<file path="config.mk">
export PLATFORM = sky130hd
export DESIGN_NAME = radix_digit_converter_top
export DESIGN_NICKNAME = d
export VERILOG_FILES = /design/src/hdl/rdc_pkg.sv /design/src/hdl/rdc_divider.sv /design/src/hdl/rdc_digit_store.sv /design/src/hdl/radix_digit_converter_top.sv
export SDC_FILE = /design/constraint.sdc
export NUM_CORES = 1
export LEC_CHECK = 0
export BUFFER_PORTS_ARGS = -buffer_cell sky130_fd_sc_hd__buf_2
export CAP_MARGIN = 5
export CORE_AREA = 10 10 156 158
export CTS_BUF_LIST = sky130_fd_sc_hd__clkbuf_8 sky130_fd_sc_hd__clkbuf_16
export DETAILED_ROUTE_END_ITERATION = 10
export DIE_AREA = 0 0 166 168
export PLACE_DENSITY = 0.72
export SLEW_MARGIN = 25
export SYNTH_ARGS = -nofsm -noshare
export SYNTH_HDL_FRONTEND = slang
export SYNTH_SLANG_ARGS = --single-unit
</file>
<file path="constraint.sdc">
create_clock -name clk -period 4.3 [get_ports clk]
set_clock_uncertainty 0.2 [all_clocks]
set_input_delay 0 -clock clk [delete_from_list [all_inputs] [get_ports clk]]
set_output_delay 0 -clock clk [all_outputs]
set_load 0.005 [all_outputs]
</file>
<file path="src/hdl/rdc_pkg.sv">
// Shared constants, types and the digit-to-character function of the radix converter.
package rdc_pkg;

  localparam int VALUE_BITS = 32;
  localparam int MAX_DIGITS = 32;
  localparam int IN_BITS    = 32;
  localparam int WORK_BITS  = (VALUE_BITS < IN_BITS) ? VALUE_BITS : IN_BITS;
  localparam int CNT_BITS   = $clog2(WORK_BITS);
  localparam int IDX_BITS   = $clog2(MAX_DIGITS);
  localparam int COUNT_BITS = $clog2(MAX_DIGITS + 1);
  localparam int DIGIT_BITS = 6;
  localparam int BASE_BITS  = 6;
  localparam int CHAR_BITS  = 7;
  localparam int BASE_MIN   = 2;
  localparam int BASE_MAX   = 36;
  localparam int DEC_DIGITS = 10;

  localparam logic [CHAR_BITS-1:0] CHAR_ZERO = 7'h30;
  localparam logic [CHAR_BITS-1:0] CHAR_A    = 7'h41;

  typedef struct packed {
    logic                  done;
    logic                  quot_zero;
    logic [DIGIT_BITS-1:0] rem;
  } div_stat_t;

  function automatic logic [CHAR_BITS-1:0] digit_to_char(input logic [DIGIT_BITS-1:0] d);
    logic [CHAR_BITS-1:0] dw;
    dw = {1'b0, d};
    if (d < DIGIT_BITS'(DEC_DIGITS)) begin
      return CHAR_ZERO + dw;
    end else if (d < DIGIT_BITS'(BASE_MAX)) begin
      return CHAR_A + (dw - CHAR_BITS'(DEC_DIGITS));
    end else begin
      return CHAR_ZERO;
    end
  endfunction

endpackage

</file>
<file path="src/hdl/rdc_divider.sv">
// Bit-serial restoring divider: one quotient bit per cycle, quotient kept in place.
module rdc_divider (
  input  logic                                 clk,
  input  logic                                 rst,
  input  logic                                 load,
  input  logic [rdc_pkg::WORK_BITS-1:0]        load_value,
  input  logic                                 go,
  input  logic [rdc_pkg::BASE_BITS-1:0]        base,
  output rdc_pkg::div_stat_t                   stat
);

  logic [rdc_pkg::WORK_BITS-1:0]  quot;
  logic [rdc_pkg::DIGIT_BITS-1:0] rem;
  logic [rdc_pkg::CNT_BITS-1:0]   cnt;
  logic                           running;
  logic                           done;
  logic [rdc_pkg::DIGIT_BITS:0]   trial;
  logic [rdc_pkg::DIGIT_BITS:0]   diff;
  logic                           ge;

  // Bring down the next dividend bit and try a subtract.
  assign trial = {rem, quot[rdc_pkg::WORK_BITS-1]};
  assign ge    = trial >= {1'b0, base};
  assign diff  = trial - {1'b0, base};

  always_ff @(posedge clk) begin
    if (rst) begin
      running <= 1'b0;
      done    <= 1'b0;
      cnt     <= '0;
    end else begin
      done <= !go && running && (cnt == rdc_pkg::CNT_BITS'(rdc_pkg::WORK_BITS - 1));
      if (go) begin
        running <= 1'b1;
        cnt     <= '0;
      end else if (running) begin
        cnt <= cnt + 1'b1;
        if (cnt == rdc_pkg::CNT_BITS'(rdc_pkg::WORK_BITS - 1)) begin
          running <= 1'b0;
        end
      end
    end
  end

  always_ff @(posedge clk) begin
    if (load) begin
      quot <= load_value;
    end else if (running) begin
      quot <= {quot[rdc_pkg::WORK_BITS-2:0], ge};
    end
    if (go) begin
      rem <= '0;
    end else if (running) begin
      rem <= ge ? diff[rdc_pkg::DIGIT_BITS-1:0] : trial[rdc_pkg::DIGIT_BITS-1:0];
    end
  end

  assign stat.done      = done;
  assign stat.quot_zero = (quot == '0);
  assign stat.rem       = rem;

endmodule

</file>
<file path="src/hdl/rdc_digit_store.sv">
// Digit store: one write port, one registered read port.
module rdc_digit_store (
  input  logic                             clk,
  input  logic                             wr_en,
  input  logic [rdc_pkg::IDX_BITS-1:0]     wr_addr,
  input  logic [rdc_pkg::DIGIT_BITS-1:0]   wr_data,
  input  logic [rdc_pkg::IDX_BITS-1:0]     rd_addr,
  output logic [rdc_pkg::DIGIT_BITS-1:0]   rd_data
);

  logic [rdc_pkg::DIGIT_BITS-1:0] mem [rdc_pkg::MAX_DIGITS];

  always_ff @(posedge clk) begin
    if (wr_en) begin
      mem[wr_addr] <= wr_data;
    end
    rd_data <= mem[rd_addr];
  end

endmodule

</file>
<file path="src/hdl/radix_digit_converter_top.sv">
// Top level of the radix converter: control sequencer, divider and digit store.
//
// Usage:
//   Write the radix on the config channel (cfg_valid/cfg_ready, cfg_data) while
//   the block is idle; cfg_ready is high while busy and start are both low, so a
//   radix write never lands on the edge that takes a request. Reset sets the
//   radix to 10.
//   A request is taken at a clock edge with start high and busy low; value is
//   sampled there. Each character comes out for exactly one cycle with strobe
//   high: digit_char holds uppercase ASCII, most significant digit first, and
//   last marks the final character. A radix outside 2..36 gives one result
//   with error and last high and digit_char zero, in the cycle after the request.
//   A zero value gives the single character '0'.
// Operation:
//   Each digit takes one pass of the bit-serial divider, which works through
//   every value bit before the remainder is stored. After the final digit,
//   each character is read from the store and then passes the output register.
// Reset clears the sequencer and the output strobe; the digit store needs no
//   clearing since every digit is written before it is read. The receiver
//   cannot stall: each result is taken in the cycle it is shown.
module radix_digit_converter_top (
  input  logic                               clk,
  input  logic                               rst,
  input  logic                               start,
  output logic                               busy,
  input  logic [rdc_pkg::IN_BITS-1:0]        value,
  input  logic                               cfg_valid,
  output logic                               cfg_ready,
  input  logic [rdc_pkg::BASE_BITS-1:0]      cfg_data,
  output logic                               strobe,
  output logic [rdc_pkg::CHAR_BITS-1:0]      digit_char,
  output logic                               last,
  output logic                               error
);

  typedef enum logic [3:0] {
    S_IDLE  = 4'b0001,
    S_DIV   = 4'b0010,
    S_FETCH = 4'b0100,
    S_SEND  = 4'b1000
  } state_t;

  state_t                              state;
  state_t                              state_next;
  logic [rdc_pkg::BASE_BITS-1:0]       base;
  logic [rdc_pkg::COUNT_BITS-1:0]      digit_count;
  logic [rdc_pkg::COUNT_BITS-1:0]      count_inc;
  logic [rdc_pkg::IDX_BITS-1:0]        ptr;
  logic                                accept;
  logic                                base_ok;
  logic                                div_go;
  logic                                store_wr;
  logic                                div_last;
  logic [rdc_pkg::DIGIT_BITS-1:0]      rd_data;
  rdc_pkg::div_stat_t                  div_stat;

  assign busy      = (state != S_IDLE);
  assign cfg_ready = !busy && !start;
  assign accept    = start && !busy;
  assign base_ok   = (base >= rdc_pkg::BASE_BITS'(rdc_pkg::BASE_MIN)) &&
                     (base <= rdc_pkg::BASE_BITS'(rdc_pkg::BASE_MAX));
  assign count_inc = digit_count + 1'b1;

  // A digit is stored when the divider is done; it is the last digit when the quotient runs out or the store is full.
  assign store_wr = (state == S_DIV) && div_stat.done;
  assign div_last = div_stat.quot_zero ||
                    (count_inc == rdc_pkg::COUNT_BITS'(rdc_pkg::MAX_DIGITS));

  always_comb begin
    state_next = state;
    div_go     = 1'b0;
    case (state)
      S_IDLE: begin
        if (accept && base_ok) begin
          div_go     = 1'b1;
          state_next = S_DIV;
        end
      end
      S_DIV: begin
        if (div_stat.done) begin
          if (div_last) begin
            state_next = S_FETCH;
          end else begin
            div_go = 1'b1;
          end
        end
      end
      S_FETCH: begin
        state_next = S_SEND;
      end
      S_SEND: begin
        state_next = (ptr == '0) ? S_IDLE : S_FETCH;
      end
      default: begin
        state_next = S_IDLE;
      end
    endcase
  end

  // Control state.
  always_ff @(posedge clk) begin
    if (rst) begin
      state  <= S_IDLE;
      base   <= rdc_pkg::BASE_BITS'(10);
      strobe <= 1'b0;
    end else begin
      state  <= state_next;
      if (cfg_valid && cfg_ready) begin
        base <= cfg_data;
      end
      // Bad radix: answer at once with a single error result; otherwise
      // strobe each character as it leaves the send state.
      strobe <= (accept && !base_ok) || (state == S_SEND);
    end
  end

  // Digit count, read pointer and output payload.
  always_ff @(posedge clk) begin
    if (accept) begin
      digit_count <= '0;
    end else if (store_wr) begin
      digit_count <= count_inc;
    end

    // Start the readout at the most significant digit, then walk down.
    if (store_wr && div_last) begin
      ptr <= digit_count[rdc_pkg::IDX_BITS-1:0];
    end else if (state == S_SEND) begin
      ptr <= ptr - 1'b1;
    end

    if (accept && !base_ok) begin
      digit_char <= '0;
      last       <= 1'b1;
      error      <= 1'b1;
    end else if (state == S_SEND) begin
      digit_char <= rdc_pkg::digit_to_char(rd_data);
      last       <= (ptr == '0);
      error      <= 1'b0;
    end
  end

  rdc_divider u_divider (
    .clk        (clk),
    .rst        (rst),
    .load       (accept),
    .load_value (value[rdc_pkg::WORK_BITS-1:0]),
    .go         (div_go),
    .base       (base),
    .stat       (div_stat)
  );

  rdc_digit_store u_store (
    .clk     (clk),
    .wr_en   (store_wr),
    .wr_addr (digit_count[rdc_pkg::IDX_BITS-1:0]),
    .wr_data (div_stat.rem),
    .rd_addr (ptr),
    .rd_data (rd_data)
  );

endmodule

</file>
=== After elaboration in Yosys (flattened, before gate mapping) ===
Memory sizes are Yosys's and may differ from the RTL's. A register that Yosys moved wholly into a read port is not among the register bits.
Index checks and enable logic that the tools add are counted.

* Add/sub/neg operators: 7
* $mul: 0
* Div/mod/pow operators: 0
* Order comparisons: 5
* Equality and inequality tests: 10
* Shift-type cells: 0
* Muxes and demuxes: 21
* Bitwise logic cells: 0
* Reduce and logical (&&, ||, !) cells: 22

{| class="wikitable"
|+ Operators with widths
! kind !! number
|-
| two-way mux 32 bit || 2
|-
| logical NOT 32 bit || 1
|-
| one-hot mux 4 bit (4 select lines) || 1
|-
| two-way mux 7 bit || 2
|-
| two-way mux 4 bit || 3
|-
| logical AND 1 bit || 10
|-
| two-way mux 5 bit || 2
|-
| two-way mux 1 bit || 8
|-
| adder 6 x 6 -> 7 bit, first input constant || 1
|-
| adder 7 bit, first input constant || 1
|-
| greater-or-equal comparator 7 x 6 -> 1 bit || 1
|-
| subtractor 6 x 4 -> 7 bit, second input constant || 1
|-
| adder 6 x 1 -> 6 bit, second input constant || 1
|-
| == test 6 bit, second input constant || 1
|-
| greater-or-equal comparator 6 x 2 -> 1 bit, second input constant || 1
|-
| less-or-equal comparator 6 bit, second input constant || 1
|-
| < comparator 6 x 4 -> 1 bit, second input constant || 1
|-
| < comparator 6 bit, second input constant || 1
|-
| two-way mux 6 bit || 1
|-
| subtractor 6 bit || 1
|-
| adder 5 x 1 -> 5 bit, second input constant || 1
|-
| == test 5 bit, second input constant || 1
|-
| logical NOT 5 bit || 1
|-
| subtractor 5 x 1 -> 5 bit, second input constant || 1
|-
| 14 further kinds || 20
|}

* Register bits after elaboration: 76
* Latch bits: 0
* RAM bits: 192
* Bits in read-only memories: 0
* Bits of input ports: 42
* Output and inout port bits: 12
* Word-level logic and storage cells: 79
* Memories: 1

{| class="wikitable"
|+ Memories
! name !! depth !! width !! read ports !! clocked after Yosys merged registers in !! wr ports !! line !! RTL
|-
| u_store.mem || 32 || 6 || 1 || 1 || 1 || rdc_digit_store.sv:11 || <nowiki>logic [rdc_pkg::DIGIT_BITS-1:0] mem [rdc_pkg::MAX_DIGITS];</nowiki>
|}

=== Depth between registers and ports, before layout ===
Gate-level depths: netlist of run 1.

* Word-level depth: 9
* Depth in mapped cells: 9
* Gate-level depth less buffers: 8

=== Cells and area by module ===
From an unflattened synthesis of run 1, not the netlist that was laid out.

* Cells, all modules: 690
* Area, all modules: 11511.0 µm²

{| class="wikitable"
|+ By module, submodules not included
! module !! instances !! cells an instance !! area each (µm²) !! seq. area each (µm²)
|-
| rdc_digit_store || 1 || 323 || 7589.8 || 5885.6
|-
| rdc_divider || 1 || 186 || 2289.7 || 1221.2
|-
| radix_digit_converter_top || 1 || 181 || 1631.6 || 670.6
|}

=== Worst setup path before layout of run 1 ===
OpenSTA, ideal clock, no wires.

* Path kind: register -> register
* Start: reg state[0]
* End: reg u_divider.quot[0] (netlist bit) (enable)
* Library setup time: 389 ps
* Arrival time: 1988 ps
* Data required time: 3711 ps
* Slack: 1723 ps
* Cell stages (with the launch flop): 6
* Buffers on the path: 2
* Clock period less this slack: 2577 ps
* Path through: dfxtp_1 > clkbuf_1 > nor4b_2 > nand2_1 > clkbuf_1 > nand2_1

* Cells in the longest elaborated chain, start to end: 4

{| class="wikitable"
|+ RTL lines
! item !! line !! RTL
|-
| from (decl) || radix_digit_converter_top.sv:43 || <nowiki>state_t state;</nowiki>
|-
| from (signal assigned) || radix_digit_converter_top.sv:107 || <nowiki>state <= state_next;</nowiki>
|-
| inequality test 4 x 1 -> 1 bit || radix_digit_converter_top.sv:57 || <nowiki>assign busy = (state != S_IDLE);</nowiki>
|-
| logical NOT 1 bit || radix_digit_converter_top.sv:59 || <nowiki>assign accept = start && !busy;</nowiki>
|-
| logical AND 1 bit || radix_digit_converter_top.sv:59 ||
|-
| nonzero test 2 bit (no source line) || -- ||
|-
| to (signal assigned) || rdc_divider.sv:47 || <nowiki>quot <= load_value;</nowiki>
|-
| to (signal assigned) || rdc_divider.sv:49 || <nowiki>quot <= {quot[rdc_pkg::WORK_BITS-2:0], ge};</nowiki>
|-
| to (decl) || rdc_divider.sv:12 || <nowiki>logic [rdc_pkg::WORK_BITS-1:0] quot;</nowiki>
|}

Every way passes these cells.
A chain may end at the register's enable or synchronous reset.

=== Worst setup path in the final report of run 1 ===
* Start: reg state[0]
* End: reg base[0] (netlist bit)

* Cells in the longest elaborated chain, start to end: 4

{| class="wikitable"
|+ RTL lines
! item !! line !! RTL
|-
| inequality test 4 x 1 -> 1 bit || radix_digit_converter_top.sv:57 ||
|-
| logical NOT 1 bit || radix_digit_converter_top.sv:58 || <nowiki>assign cfg_ready = !busy && !start;</nowiki>
|-
| logical AND 1 bit || radix_digit_converter_top.sv:58 ||
|-
| logical AND 1 bit || radix_digit_converter_top.sv:108 || <nowiki>if (cfg_valid && cfg_ready) begin</nowiki>
|-
| to (signal assigned) || radix_digit_converter_top.sv:104 || <nowiki>base <= rdc_pkg::BASE_BITS'(10);</nowiki>
|-
| to (signal assigned) || radix_digit_converter_top.sv:109 || <nowiki>base <= cfg_data;</nowiki>
|-
| to (decl) || radix_digit_converter_top.sv:45 || <nowiki>logic [rdc_pkg::BASE_BITS-1:0] base;</nowiki>
|}

Every way passes these cells.

==> results of run 1 <==
metrics by stage:
step | total power, W | cell area, µm²
after CTS | 0.00671 | 13500
after global routing | 0.00695 | 13500
after global placement | 0.00431 | 12100
final | 0.00669 | 13500
after detailed placement | 0.00435 | 12100
after floorplan | 0.00395 | 11600
state kept, by name, summed over array words and instances (netlist names):
register	count
digit_char	7
ptr	5
u_divider.running	1
u_store.rd_data	6
u_store.mem	192
error	1
state	4
u_divider.quot	32
base	6
u_divider.cnt	5
u_divider.rem	6
u_divider.done	1
strobe	1
last	1
digit_count	6
logic make-up (layout without fill, tap and decap cells):
family          after synthesis  count (layout)  synth area share
compound gates               75              75            0.0414
buf+inv                      53             186            0.0220
mux                          74              74             0.129
flops                       274             274             0.673
fa+ha+maj                    18              18            0.0201
simple gates                260             260             0.101
xor+xnor                     17              17            0.0129
tightest hold or removal path: stages:
cell,delay [ns]
dlygate4sd3_1,0.51
buf_2,0.10
nand2_1,0.04
nand2_1,0.05
layer usage:
metal	wire, µm	track usage	share of wire
met5	0	0	0
met4	522	0.0424	0.020
met3	1860	0.0310	0.070
met2	13300	0.318	0.50
met1	10700	0.242	0.41
Yosys cell counts, types with 5 or more instances:
library cell and count:
o21ai_0 16, mux4_1 19, edfxtp_1 229, nand4_1 7, mux4_2 35, nor4_1 9, nand2_1 123, mux2i_1 16
inv_1 19, buf_2 7, xor2_1 9, a21oi_1 19, nand3_1 16, dfxtp_1 45, o21a_1 8, a31oi_1 8
ha_1 17, a22oi_1 6, nor2_1 59, clkbuf_1 16, or3_1 5, xnor2_1 8, nor3_1 14
area by class of cell:
| class | instances | area share |
|---|---|---|
| clock buffers | 32 | 0.0584 |
| repair buffers | 116 | 0.0657 |
| well taps | 280 | 0.0259 |
| multi-input cells | 444 | 0.261 |
| flip-flops and latches | 274 | 0.575 |
| inverters | 19 | 0.00527 |
| clock inverters | 19 | 0.00907 |
worst paths after layout:
kind | start | endpoint | cells past startpoint
max | state[0] | base[0] | 7
min reg2reg | u_divider.done | state[1] | 1
max reg2reg | state[0] | base[0] | 7
min | value[25] | u_divider.quot[25] | 4
power breakdown:
| part | total [W] | internal (W) | switching (W) |
|---|---|---|---|
| Combinational | 0.000960 | 0.000293 | 0.000667 |
| Sequential | 0.00339 | 0.00329 | 0.0000948 |
| Clock | 0.00235 | 0.00137 | 0.000977 |
placed cells by master (no fill, tap or decap), types with 14 or more instances in the layout:
cell           instances
buf_2                 53
dfxtp_1               45
nor2_1                59
inv_1                 24
nand2_1              122
mux4_1                19
o21ai_0               16
mux4_2                35
nor3_1                14
nand3_1               16
ha_1                  17
clkbuf_16             31
mux2i_1               16
dlygate4sd3_1         52
edfxtp_1             229
a21oi_1               19
==> impl_metrics.ini, run 1 <==
[logic_synthesis]
synth_fp_nets = 831
ys_warn_count = 0
ys_ff_latch = 274
syn_area_per_cell_um2 = 15.0
synth_area_leaders = edfxtp_1 (60%), dfxtp_1 (7.8%), mux4_2 (6.8%)
synth.distinct_cells = 54
synth-async-reset-ratio = 0
synth_edf_count = 229
netlist_instances = 771
yosys.area.top_type_share = 0.595
yosys.area.top_type = edfxtp_1
ys.flop_type = edfxtp_1
syn_area_um2 = 11600
seq_area_frac_synth = 0.673

[timing]
fin_crit_ns = 3.00
setup_slack_ns = 1.30
final_max_slew_viol_count = 0
fmax_mhz = 334
rsz0062_at_grt = false
worst_pin_slew_ns = 0.794
hold_violations = 0
setup_tns_ns = 0
slew_headroom = 0.469
setup_viol = 0
whs_ns = 0.0640
post-route-period-util = 0.697

[pwr]
leakage_nw = 4.83
power_density_nw_per_um2 = 495
ir_drop_mv = 0.390

[setup_path]
crit_family = buffers and inverters
startpoint_type = flip-flop
end_kind = flip-flop
crit_slowest_cell = dlygate4sd3_1
path_buf_inv = 3
critPathArrivalTime_ns = 3.28
worstPathRequired_ns = 4.58
reg2reg_slack_ns = 1.30
path_common_cell = dlygate4sd3_1
worstSetupPathType = flip-flop to flip-flop
path_cells = nor4b_2 -> inv_1 -> nor2_2 -> nand3_1 -> dlygate4sd3_1 -> a21oi_1 -> dlygate4sd3_1
max_stage_delay_ns = 0.59
path_max_fanout = 8

[detailed_routing]
vias = 7038
routedWlPerCell_um = 22.3
wirelength_um = 26400
drcViolationCount = 0
viasPerCell = 5.94
postRouteAntennaNets = 0
drtIter0Drc = 722
drt_pass1_iterations = 5

[cts]
postCtsResizedCells = 0
worstSkewPairLatency_ns = 0.54
cts_sinks = 274
htree_num_levels = 1
cts_tree = built
root_buffer = clkbuf_16
cts.reportedPaths.clkPinSlew_ns = 0.06
cts_max_path_buffers = 3
cts_buffers = 28
cts-hold-fix-buffers = 52
post_cts_buffers = 0

[global_routing]
grt_max_degree = 50
grt_pass1_wl_um = 41300
grtUsageTotal = 0.185
grt_overflow = 0
grt_pass1_vias = 7166
antenna_found_initial = 0

[layout]
area_growth_pct = 17.1
register_area_um2 = 7780
multiInputGateArea_um2 = 3530
nNetsFinal = 943
drive_above_1_share = 0.176
stdcell_count = 1184
fillers = 1422
diodes = 0
utilization = 0.631

[outcome]
status = complete, no violations

[placement]
numPortBuffers = 53
dpl_worst_slack_ns = 1.42
hpwl_um = 16200
routabilityCongestion = 0.904
dp.cells = 1080

[hold_path]
hold_class = input port to flip-flop

[floorplanning]
ios = 54
initial_core_util = 0.539
core_um2 = 21400
dieArea_um2 = 27900
floorplan.rows = 54
die_width_um = 166
chipHeight_um = 168

[flow_run]
drv_cap = 0
Power figures use the tool's default switching activity.
==> inputs of run 2 (changes only) <==
PLACE_DENSITY = 0.75   (was 0.72)
clock period = 2.6 ns   (was 4.3 ns; I/O delays follow)
==> run 2 against run 1 <==
Compared with the run above:
- wire length down 5.4%
- non-clock buffer count up 44
- worst setup slack worse by 1.1 ns
- maximum frequency up 25%
- clock power up 71%
==> impl_metrics.ini, run 2 (synthesized netlist as in run 1, its figures left out) <==
[hold_path]
hold_class = input port to flip-flop

[detailed_routing]
viasPerCell = 5.79
drt_pass1_iterations = 5
vias = 7113
routedWlPerCell_um = 20.4
drcViolationCount = 0
wirelength_um = 25000
postRouteAntennaNets = 0
drtIter0Drc = 553

[pwr]
clkPwrFrac = 0.359
p_int_w = 0.00838
seqPwrFrac = 0.501
p_sw_w = 0.00281
ir_drop_mv = 0.620
power_density_nw_per_um2 = 804
sw_frac_of_total = 0.251
power_frac_comb = 0.140
leakage_nw = 5.07

[floorplanning]
initial_core_util = 0.539
floorplan.rows = 54
die_width_um = 166
chipHeight_um = 168
dieArea_um2 = 27900
ios = 54
core_um2 = 21400

[setup_path]
worstPathRequired_ns = 2.63
path_max_fanout = 9
startpoint_type = flip-flop
max_stage_delay_ns = 0.46
worstSetupPathType = flip-flop to flip-flop
crit_slowest_cell = dfxtp_1
critPathArrivalTime_ns = 2.43
path_cells = nor4b_1 -> and2_1 -> nand2_1 -> nor2_1 -> buf_4
end_kind = flip-flop

[layout]
nNetsFinal = 987
largest_register = u_store.mem
largest_reg_flops = 192
largest_registers = u_store.mem: 192 flops, u_divider.quot: 32 flops, digit_char: 7 flops
final_common_cell = edfxtp_1
diodes = 0
area_growth_pct = 20.5
drive_above_1_share = 0.208
final_cell_mix = edfxtp_1 (229), nand2_1 (123), nor2_1 (59), dlygate4sd3_1 (55), buf_2 (53)

[cts]
postCtsResizedCells = 0
post_cts_buffers = 0
htree_num_levels = 1
cts_buffers = 28
cts_tree = built
cts_max_path_buffers = 3
cts-hold-fix-buffers = 55
cts_sinks = 274
worstSkewPairLatency_ns = 0.55
root_buffer = clkbuf_16
cts.reportedPaths.clkPinSlew_ns = 0.06

[timing]
worst_pin_slew_ns = 0.649
final_max_slew_viol_count = 0
post-route-period-util = 0.920
slew_headroom = 0.567
setup_slack_ns = 0.207
hold_violations = 0
setup_viol = 0
fin_crit_ns = 2.39
whs_ns = 0.0811
fmax_mhz = 418
setup_tns_ns = 0
rsz0062_at_grt = false

[placement]
numPortBuffers = 53
hpwl_um = 15000
dpl_worst_slack_ns = 0.220
routabilityCongestion = 0.848

[global_routing]
grt_pass1_wl_um = 40200
grt_pass1_vias = 7299
grtUsageTotal = 0.177
grt_overflow = 0
grt_max_degree = 39
antenna_found_initial = 0

[outcome]
status = complete, no violations

[flow_run]
drv_cap = 0
run 2: cell types whose count changed in the layout (fill, tap and decap cells not counted), moves of 2 or more:
cell / before / now
buf_4: 9 / 48
buf_12: 1 / 4
clkinv_1: 2 / 5
clkinv_2: 7 / 4
clkinvlp_4: 3 / 0
dlygate4sd3_1: 52 / 55
bufinv_16: 1 / 3
clkinv_4: 1 / 3
run 2: area by class of cell:
type,instances,area [µm²]
multi-input combinational,444,3520
timing repair buffer,160,1260
inverter,19,71.3
clock buffer,32,778
tap,280,350
clock inverter,19,170
fill,1429,7490
sequential,274,7780
run 2: worst paths after layout:
check            startpoint                 end  slack [ns]  depth (start not counted)
max                state[1]  u_store.mem[31][4]        0.21                          5
min               value[29]  u_divider.quot[29]        0.08                          4
max reg2reg        state[1]  u_store.mem[31][4]        0.21                          5
min reg2reg  u_divider.done            state[1]        0.24                          1
run 2: worst max-delay path: cells and delay by family, from the launching register on:
kind	cells	cell delay, ns
DFF	1	0.46
and+or+nand+nor	4	1.24
buffers and inverters	1	0.18
run 2: routing by layer:
layer	up-vias	GRT usage	wire (µm)
met4	0	0.0489	583
met3	39	0.0256	1410
met5	-	0	0
met1	3547	0.225	10100
met2	269	0.311	12900
li1	3258	-	-
run 2: through the flow:
stage | utilization | instances | area (µm²) | total power (W)
finish | 0.650 | 1228 | 13900 | 0.0112
global route | 0.650 | 1228 | 13900 | 0.0116
CTS | 0.650 | 1228 | 13900 | 0.0112
detailed placement | 0.580 | 1122 | 12400 | 0.00713
global placement | 0.580 | 1122 | 12400 | 0.00707
floorplan | - | 771 | 11600 | 0.00653
run 2: power groups by stage:
stage / Clock (W) / Sequential [W] / Combinational [W]
after global routing: 0.00427 / 0.00563 / 0.00173
final: 0.00402 / 0.00561 / 0.00156
after CTS: 0.00407 / 0.00559 / 0.00153
after floorplan: 0 / 0.00585 / 0.000685
after global placement: 0 / 0.00567 / 0.00140
after detailed placement: 0 / 0.00568 / 0.00145
==> inputs of run 3 (changes only) <==
PLACE_DENSITY = unset   (was 0.75)
PLACE_DENSITY_LB_ADDON = 0.2   (was unset)
==> run 3 against run 2 <==
Compared with the run above:
- utilization is 0.47 points lower
- first-iteration DRC count is 2.4% higher
- critical path depth grew 1
- count of clock-buffer cells in the layout shrank 4
- die area stayed put
- hold slack improved by 0.0015 ns
- worst setup slack gained 0.076 ns
- wire length increased by 6.7%
- largest power group unchanged
- register-to-register slack better by 0.08 ns
- combinational power about the same
==> impl_metrics.ini, run 3 (synthesized netlist as in run 1, its figures left out) <==
[outcome]
status = complete, no violations

[placement]
dpl_worst_slack_ns = 0.289
dp.cells = 1129
numPortBuffers = 53
hpwl_um = 17200
routabilityCongestion = 0.829

[cts]
cts.reportedPaths.clkPinSlew_ns = 0.06
cts_sinks = 274
cts_tree = built
htree_num_levels = 1
worstSkewPairLatency_ns = 0.53
post_cts_buffers = 0
root_buffer = clkbuf_16
cts_max_path_buffers = 3
cts_buffers = 27

[setup_path]
path_max_fanout = 7
end_kind = flip-flop
worstSetupPathType = flip-flop to flip-flop
critPathArrivalTime_ns = 2.59
max_stage_delay_ns = 0.54
startpoint_type = flip-flop
rr_worst_depth = 6
path_common_cell = nor2_1
crit_family = simple AND/OR/NAND/NOR gates
reg2reg_from = state[0]
reg2reg_slack_ns = 0.28
path_buf_inv = 1
worstPathRequired_ns = 2.87
crit_slowest_cell = dlygate4sd3_1
r2r_end = strobe
path_cells = nor4b_4 -> nand2_1 -> a21oi_1 -> nor2_1 -> nor2_1 -> dlygate4sd3_1

[layout]
area_growth_pct = 19.7
nNetsFinal = 986
diodes = 0
largest_register = u_store.mem
utilization = 0.646
final_cell_mix = edfxtp_1 (229), nand2_1 (123), nor2_1 (59), buf_4 (56), buf_2 (53)
drive_above_1_share = 0.211
largest_registers = u_store.mem: 192 flops, u_divider.quot: 32 flops, digit_char: 7 flops
final_common_cell = edfxtp_1
largest_reg_flops = 192
stdcell_count = 1226

[timing]
setup_viol = 0
setup_slack_ns = 0.284
slew_headroom = 0.533
fin_crit_ns = 2.32
final_max_slew_viol_count = 0
post-route-period-util = 0.891
worst_pin_slew_ns = 0.701
rsz0062_at_grt = false
hold_violations = 0
whs_ns = 0.0826
setup_tns_ns = 0
fmax_mhz = 432

[pwr]
leakage_nw = 5.05
ir_drop_mv = 0.597
power_density_nw_per_um2 = 792

[detailed_routing]
postRouteAntennaNets = 0
routedWlPerCell_um = 21.7
drt_pass1_iterations = 5
vias = 7149
drtIter0Drc = 566
drcViolationCount = 0
wirelength_um = 26700
viasPerCell = 5.83

[global_routing]
grt_pass1_vias = 7480
grt_max_degree = 50
grtUsageTotal = 0.187
grt_overflow = 0
grt_pass1_wl_um = 42100
antenna_found_initial = 0

[floorplanning]
initial_core_util = 0.539
chipHeight_um = 168
ios = 54
floorplan.rows = 54
dieArea_um2 = 27900
core_um2 = 21400
die_width_um = 166

[hold_path]
hold_depth = 4
worstHoldStart = value[14]
hold_class = input port to flip-flop
hold_end = u_divider.quot[14]

[flow_run]
drv_cap = 0
-- run 3: cell types whose count changed in the layout (fill, tap and decap cells not counted), sizes merged --
cell	previous run	this run
buf	105	112
dlygate4sd3	55	48
clkbuf	32	28
clkinvlp	0	2
clkinv	12	11
inv	23	24
-- run 3: layout make-up --
cell class              count  area (µm²)
flip-flops and latches    274        7780
multi-input cells         444        3530
well taps                 280         350
repair buffers            160        1230
clock inverters            21         179
clock buffers              28         689
fillers                  1465        7590
inverters                  19        71.3
-- run 3: timing repair --
action / 4_1_cts / 5_1_grt
endpoints found under the setup margin: 0 / 1
gates resized for setup: 0 / 1
endpoints found under the hold margin: 63 / 0
hold buffers: 48 / 0
-- run 3: per-stage QoR --
| stage | total power (W) | instance area [µm²] |
|---|---|---|
| floorplan | 0.00653 | 11600 |
| global placement | 0.00714 | 12500 |
| detailed placement | 0.00719 | 12500 |
| CTS | 0.0110 | 13800 |
| global route | 0.0114 | 13800 |
| finish | 0.0110 | 13800 |
-- run 3: layer usage --
metal,up-vias,track usage,share of wire
met2,282,0.330,0.52
li1,3258,-,-
met3,33,0.0300,0.061
met4,0,0.0428,0.014
met5,-,0,0
met1,3576,0.237,0.41
-- run 3: worst max path at each step --
stage	from	endpoint	slack [ns]	cells after the start
after CTS	state[0]	strobe	0.21	6
after floorplan	state[0]	u_divider.quot[0]	0.02	5
after global placement	ptr[0]	u_store.rd_data[5]	0.30	5
after detailed placement	ptr[0]	u_store.rd_data[5]	0.29	5
after global routing	state[0]	strobe	0.08	6
final	state[0]	strobe	0.28	6
-- run 3: worst register-to-register path: stages (launching register included) --
cell	delay [ns]
dfxtp_1	0.46
nor4b_4	0.32
nand2_1	0.20
a21oi_1	0.31
nor2_1	0.13
nor2_1	0.10
dlygate4sd3_1	0.54
-- run 3: where the power goes --
| group | total (W) | internal (W) | leakage, nW | switching [W] |
|---|---|---|---|---|
| Combinational | 0.00157 | 0.000487 | 2.13 | 0.00108 |
| Sequential | 0.00560 | 0.00545 | 2.48 | 0.000150 |
| Clock | 0.00379 | 0.00221 | 0.439 | 0.00158 |
| Total | 0.0110 | 0.00814 | 5.05 | 0.00281 |
